`config.mk`:
```
export PLATFORM = sky130hd
export DESIGN_NAME = brst_ctrl
export DESIGN_NICKNAME = d
export VERILOG_FILES = /design/src/design/brst_pkg.sv /design/src/design/brst_ctrl.sv
export SDC_FILE = /design/constraint.sdc
export NUM_CORES = 1
export LEC_CHECK = 0
export ABC_CLOCK_PERIOD_IN_PS = 1200
export BUFFER_PORTS_ARGS = -buffer_cell sky130_fd_sc_hd__buf_2
export CORE_AREA = 2 2 39 41
export CTS_CLUSTER_DIAMETER = 150
export DETAILED_ROUTE_END_ITERATION = 12
export DIE_AREA = 0 0 41 43
export GPL_TIMING_DRIVEN = 0
export MAX_ROUTING_LAYER = met4
export PLACE_DENSITY = 0.43
export RECOVER_POWER = 25
export SLEW_MARGIN = 20
export SYNTH_ARGS = -nofsm -noshare
export SYNTH_HDL_FRONTEND = slang
export SYNTH_SLANG_ARGS = --single-unit
```
`constraint.sdc`:
```
create_clock -name i_clk -period 1.2 [get_ports i_clk]
set_input_delay 0.06 -clock i_clk [delete_from_list [all_inputs] [get_ports i_clk]]
set_output_delay 0.06 -clock i_clk [all_outputs]
set_load 0.01 [all_outputs]
```
`src/design/brst_pkg.sv`:
```
// Shared types and constants for the bitmap-rank sparse table.
package brst_pkg;

    localparam int TABLE_ENTRIES = 8192;
    localparam int WORD_BITS     = 64;
    localparam int VALUE_BITS    = 8;

    localparam int IDX_W     = $clog2(TABLE_ENTRIES);
    localparam int POS_W     = IDX_W + 1;
    localparam int BIT_W     = $clog2(WORD_BITS);
    localparam int NUM_WORDS = TABLE_ENTRIES / WORD_BITS;
    localparam int WADDR_W   = $clog2(NUM_WORDS);
    localparam int POP_W     = BIT_W + 1;
    localparam int WRAM_W    = POS_W + WORD_BITS;

    localparam int OP_W     = 2;
    localparam int S_DATA_W = 24;
    localparam int S_USER_W = OP_W;
    localparam int M_DATA_W = VALUE_BITS;
    localparam int M_USER_W = 1;

    typedef enum logic [OP_W-1:0] {
        OP_CLEAR  = 2'd0,
        OP_LOAD   = 2'd1,
        OP_LOOKUP = 2'd2
    } t_brst_op;

    typedef enum logic [1:0] {
        S_IDLE  = 2'd0,
        S_WORD  = 2'd1,
        S_VALUE = 2'd2
    } t_brst_state;

    typedef struct packed {
        logic clear;
        logic load;
        logic lk_start;
        logic lk_rank;
        logic out_load;
    } t_brst_cmd;

endpackage

```
`src/design/brst_ctrl.sv`:
```
// Controller state machine: item decode, lookup sequencing and output handshake.
module brst_ctrl (
    input  logic                 i_clk,
    input  logic                 i_rst_n,
    input  logic                 i_s_tvalid,
    input  brst_pkg::t_brst_op   i_op,
    input  logic                 i_m_tready,
    output logic                 o_s_tready,
    output logic                 o_m_tvalid,
    output brst_pkg::t_brst_cmd  o_cmd
);

    brst_pkg::t_brst_state r_state;
    brst_pkg::t_brst_state n_state;
    logic                  r_out_valid;
    logic                  n_out_valid;
    brst_pkg::t_brst_cmd   cmd;
    logic                  accept;

    always_ff @(posedge i_clk) begin
        if (!i_rst_n) begin
            r_state     <= brst_pkg::S_IDLE;
            r_out_valid <= 1'b0;
        end else begin
            r_state     <= n_state;
            r_out_valid <= n_out_valid;
        end
    end

    always_comb begin
        n_state    = r_state;
        cmd        = '0;
        o_s_tready = 1'b0;
        accept     = 1'b0;
        unique case (r_state)
            brst_pkg::S_IDLE: begin
                o_s_tready = 1'b1;
                accept     = i_s_tvalid;
                if (accept) begin
                    unique case (i_op)
                        brst_pkg::OP_CLEAR:  cmd.clear = 1'b1;
                        brst_pkg::OP_LOAD:   cmd.load  = 1'b1;
                        brst_pkg::OP_LOOKUP: begin
                            cmd.lk_start = 1'b1;
                            n_state      = brst_pkg::S_WORD;
                        end
                        default: ;
                    endcase
                end
            end
            brst_pkg::S_WORD: begin
                cmd.lk_rank = 1'b1;
                n_state     = brst_pkg::S_VALUE;
            end
            brst_pkg::S_VALUE: begin
                if (!r_out_valid || i_m_tready) begin
                    cmd.out_load = 1'b1;
                    n_state      = brst_pkg::S_IDLE;
                end
            end
            default: n_state = brst_pkg::S_IDLE;
        endcase

        n_out_valid = r_out_valid;
        if (cmd.out_load) begin
            n_out_valid = 1'b1;
        end else if (i_m_tready) begin
            n_out_valid = 1'b0;
        end
    end

    assign o_cmd      = cmd;
    assign o_m_tvalid = r_out_valid;

    // A pending result is never overwritten before it has been taken.
    assert property (@(posedge i_clk) disable iff (!i_rst_n)
        cmd.out_load |-> (!r_out_valid || i_m_tready))
        else $error("brst_ctrl: result overwritten while pending");

    // An accepted lookup passes through the word state into the value state.
    assert property (@(posedge i_clk) disable iff (!i_rst_n)
        (accept && i_op == brst_pkg::OP_LOOKUP) |=> ##1 (r_state == brst_pkg::S_VALUE))
        else $error("brst_ctrl: lookup sequence broken");

    // No new item is taken while a lookup is in flight.
    assert property (@(posedge i_clk) disable iff (!i_rst_n)
        (r_state != brst_pkg::S_IDLE) |-> !o_s_tready)
        else $error("brst_ctrl: item accepted during a lookup");

endmodule

```
==> insert_results.sql <==
INSERT INTO impl_metrics (metric_group, metric, value, unit) VALUES
('worst_setup_path', 'critical_path_peak_fanout', '5', ''),
('worst_setup_path', 'arrival', '1140', 'ps'),
('synthesis', 'synth-adder-area-share', '0', '%'),
('synthesis', 'mux_share_of_post_synthesis_cell_area', '0', '%'),
('finish', 'design.final.nets', '41', ''),
('drt', 'antenna_violating_nets_post_route', '0', ''),
('timing', 'report.final.slew_viol_count', '0', ''),
('synthesis', 'synth-seq-cells', '3', ''),
('cts', 'clk_transition_reported_paths', '30', 'ps'),
('drt', 'num_vias', '176', ''),
('grt', 'grt_usage', '6.89', '%'),
('synthesis', 'ys_types', '12', ''),
('finish', 'drive_above_1_share', '61.8', '%'),
('finish', 'diodes', '0', ''),
('cts', 'cts_tree', 'built', ''),
('cts', 'cts_root_buf', 'clkbuf_4', ''),
('die', 'fp.dieW', '41', 'um'),
('hold_path', 'min_delay_path_class', 'input port to flop', ''),
('die', 'floorplan.initialDensity', '12.7', '%'),
('timing', 'pin_slew_with_the_least_headroom_to_its_limit', '217', 'ps'),
('finish', 'area_delta_synth_final', '67.9', '%'),
('die', 'pin_count', '13', ''),
('timing', 'finalSetupTns', '0', 'ps'),
('cts', 'number_of_buffers_inserted_during_clock_tree_synthesis', '3', ''),
('grt', 'global_route_total_overflow', '0', ''),
('synthesis', 'compound_gate_portion_of_the_synthesized_area', '8.57', '%'),
('cts', 'clockBufferDepth', '2', ''),
('drt', 'finalWirelength', '389', 'um'),
('synthesis', 'synth-warning-count', '0', ''),
('synthesis', 'mean_syn_cell_area', '9.73', 'um^2'),
('finish', 'layoutNonFillerInstCount', '50', ''),
('timing', 'timing.final.crit_period', '1200', 'ps'),
('grt', 'use_met1', '8.97', '%'),
('synthesis', 'postSynthCellCount', '18', ''),
('worst_setup_path', 'endpoint_class_of_the_critical_path', 'primary output', ''),
('cts', 'cts_setup_buffers', '0', ''),
('synthesis', 'synth_seq_area_share', '34.3', '%'),
('die', 'core_area', '0.00138', 'mm^2'),
('place', 'numPlacedInstances', '46', ''),
('place', 'place.gp.congestion', '0.666', ''),
('place', 'buffer_ports.inserted', '12', ''),
('drt', 'detailedRoute.firstPassIterationCount', '1', ''),
('finish', 'final_util', '21.2', '%'),
('status', 'run_status', 'complete, no violations', ''),
('drt', 'wl_per_cell', '7.78', 'um'),
('drt', 'drt-initial-drc-count', '0', ''),
('die', 'rows', '14', ''),
('timing', 'final_min_period_over_clock_period', '99.6', '%'),
('grt', 'grt_start_max_net_pins', '6', ''),
('grt', 'busiest_grt_layer', 'met1', ''),
('drt', 'drc', '0', ''),
('grt', 'met2_usage', '7.50', '%'),
('grt', 'number_of_global_route_vias_before_repair', '181', ''),
('worst_setup_path', 'critical_path_required', '1140', 'ps'),
('power_and_ir_drop', 'irDropWorstVdd', '0.227', 'mV'),
('timing', 'slew_headroom', '85.5', '%'),
('place', 'detailedPlace.worstSlack', '207', 'ps'),
('synthesis', 'synth_xor_area_share', '0', '%'),
('grt', 'grtUsageMet3', '3.14', '%'),
('cts', 'cts_sinks', '3', ''),
('timing', 'setup_ws', '4.69', 'ps'),
('timing', 'fin_skew', '3.48', 'ps'),
('worst_setup_path', 'critical_path_class', 'flop to primary output', ''),
('timing', 'rsz_0062_raised_after_global_routing', 'true', ''),
('worst_setup_path', 'worstSetupStartpointType', 'flop', ''),
('timing', 'report.final.setup_viol', '0', ''),
('synthesis', 'largest_family_of_logic_cells_by_synthesized_area', 'simple AND/OR/NAND/NOR gates', ''),
('grt', 'grt_first_pass_wirelength', '759', 'um'),
('cts', 'clock_tree.htree_level_count', '1', ''),
('power_and_ir_drop', 'power_density', '1090', 'mW/mm^2'),
('cts', 'clock_insertion_delay_worst_skew', '230', 'ps'),
('power_and_ir_drop', 'power_leakage', '0.148', 'nW'),
('timing', 'max_clock_freq', '837', 'MHz'),
('drt', 'vias_per_cell', '3.52', ''),
('synthesis', 'mappedNetlistNets', '24', ''),
('die', 'die-area', '0.00176', 'mm^2'),
('cts', 'cts.hold.buffers_added', '0', ''),
('timing', 'hold_viol', '0', ''),
('synthesis', 'synth_simple_gate_area_share', '48.6', '%'),
('grt', 'grt_antenna_before_repair', '0', ''),
('die', 'die_y', '43', 'um'),
('synthesis', 'netlist_area', '175', 'um^2'),
('job', 'cap_violations', '0', '');
[stage by stage]
| stage | total power, mW | hold slack (ps) | cell area, um^2 |
|---|---|---|---|
| global placement | 0.142 | 308 | 255 |
| CTS | 0.331 | 69.3 | 292 |
| detailed placement | 0.141 | 311 | 255 |
| floorplan | 0.123 | 166 | 175 |
| finish | 0.320 | 74.8 | 294 |
| global route | 0.346 | 90.6 | 294 |
[area by class of cell]
| class | count | area (um^2) |
|---|---|---|
| timing repair buffer | 12 | 60.1 |
| clock buffer | 4 | 26.3 |
| tap | 16 | 20.0 |
| buffer | 2 | 15.0 |
| sequential | 3 | 61.3 |
| fill | 160 | 1090 |
| multi-input combinational | 13 | 111 |
[cell usage in the layout (no fill, tap or decap), types with 2 or more instances in the layout]
master	count
nor2b_1	2
clkbuf_4	3
dfxtp_1	2
buf_4	2
nand2b_1	2
buf_2	12
[path summary, 6_finish.rpt]
path | startpoint | end | slack (ps) | depth (start not counted)
setup reg to reg | r_state[0] | r_state[1] | 280 | 2
hold reg to reg | o_m_tvalid | o_m_tvalid | 510 | 2
setup / recovery | r_state[1] | o_cmd[4] | 5 | 3
hold / removal | i_rst_n | r_state[1] | 70 | 2
[Yosys cell counts]
cell type	number	area [um^2]
dfxtp_1	3	60.1
nor2b_1	3	18.8
buf_4	2	15.0
nand2b_1	2	12.5
a21boi_0	1	7.51
and2_1	1	6.26
and3_1	1	6.26
and4b_1	1	10.0
and4bb_2	1	12.5
nor2_1	1	3.75
nor4b_2	1	15.0
o21a_1	1	7.51
[kinds of logic after synthesis]
| kind of cell | Yosys count |
|---|---|
| simple gates | 11 |
| flops | 3 |
| compound gates | 2 |
| buf+inv | 2 |
[report_power, final]
group	switching (mW)	internal (mW)
logic	0.0162	0.0230
registers	0.00257	0.102
clock network	0.0509	0.125
total	0.0696	0.250
[what timing repair did]
action,CTS,global route
endpoints found under the hold margin,0,0
pin swaps,1,1
endpoints found under the setup margin,2,4
resized for setup,2,1
[layer usage]
metal / up-vias / part of all wire (%)
li1: 93 / -
met1: 70 / 49
met5: - / 0
met4: 0 / 0
met3: 0 / 15
met2: 13 / 36
[sequential cells by signal (all words and copies together), names as in the netlist]
name and cells:
r_state 2, o_m_tvalid 1
[critical path: stages, from the launching register on]
cell     delay [ps]
dfxtp_2         340
nor4b_4         270
nor2b_2         170
buf_2           130
(Power assumes the default switching activity.)
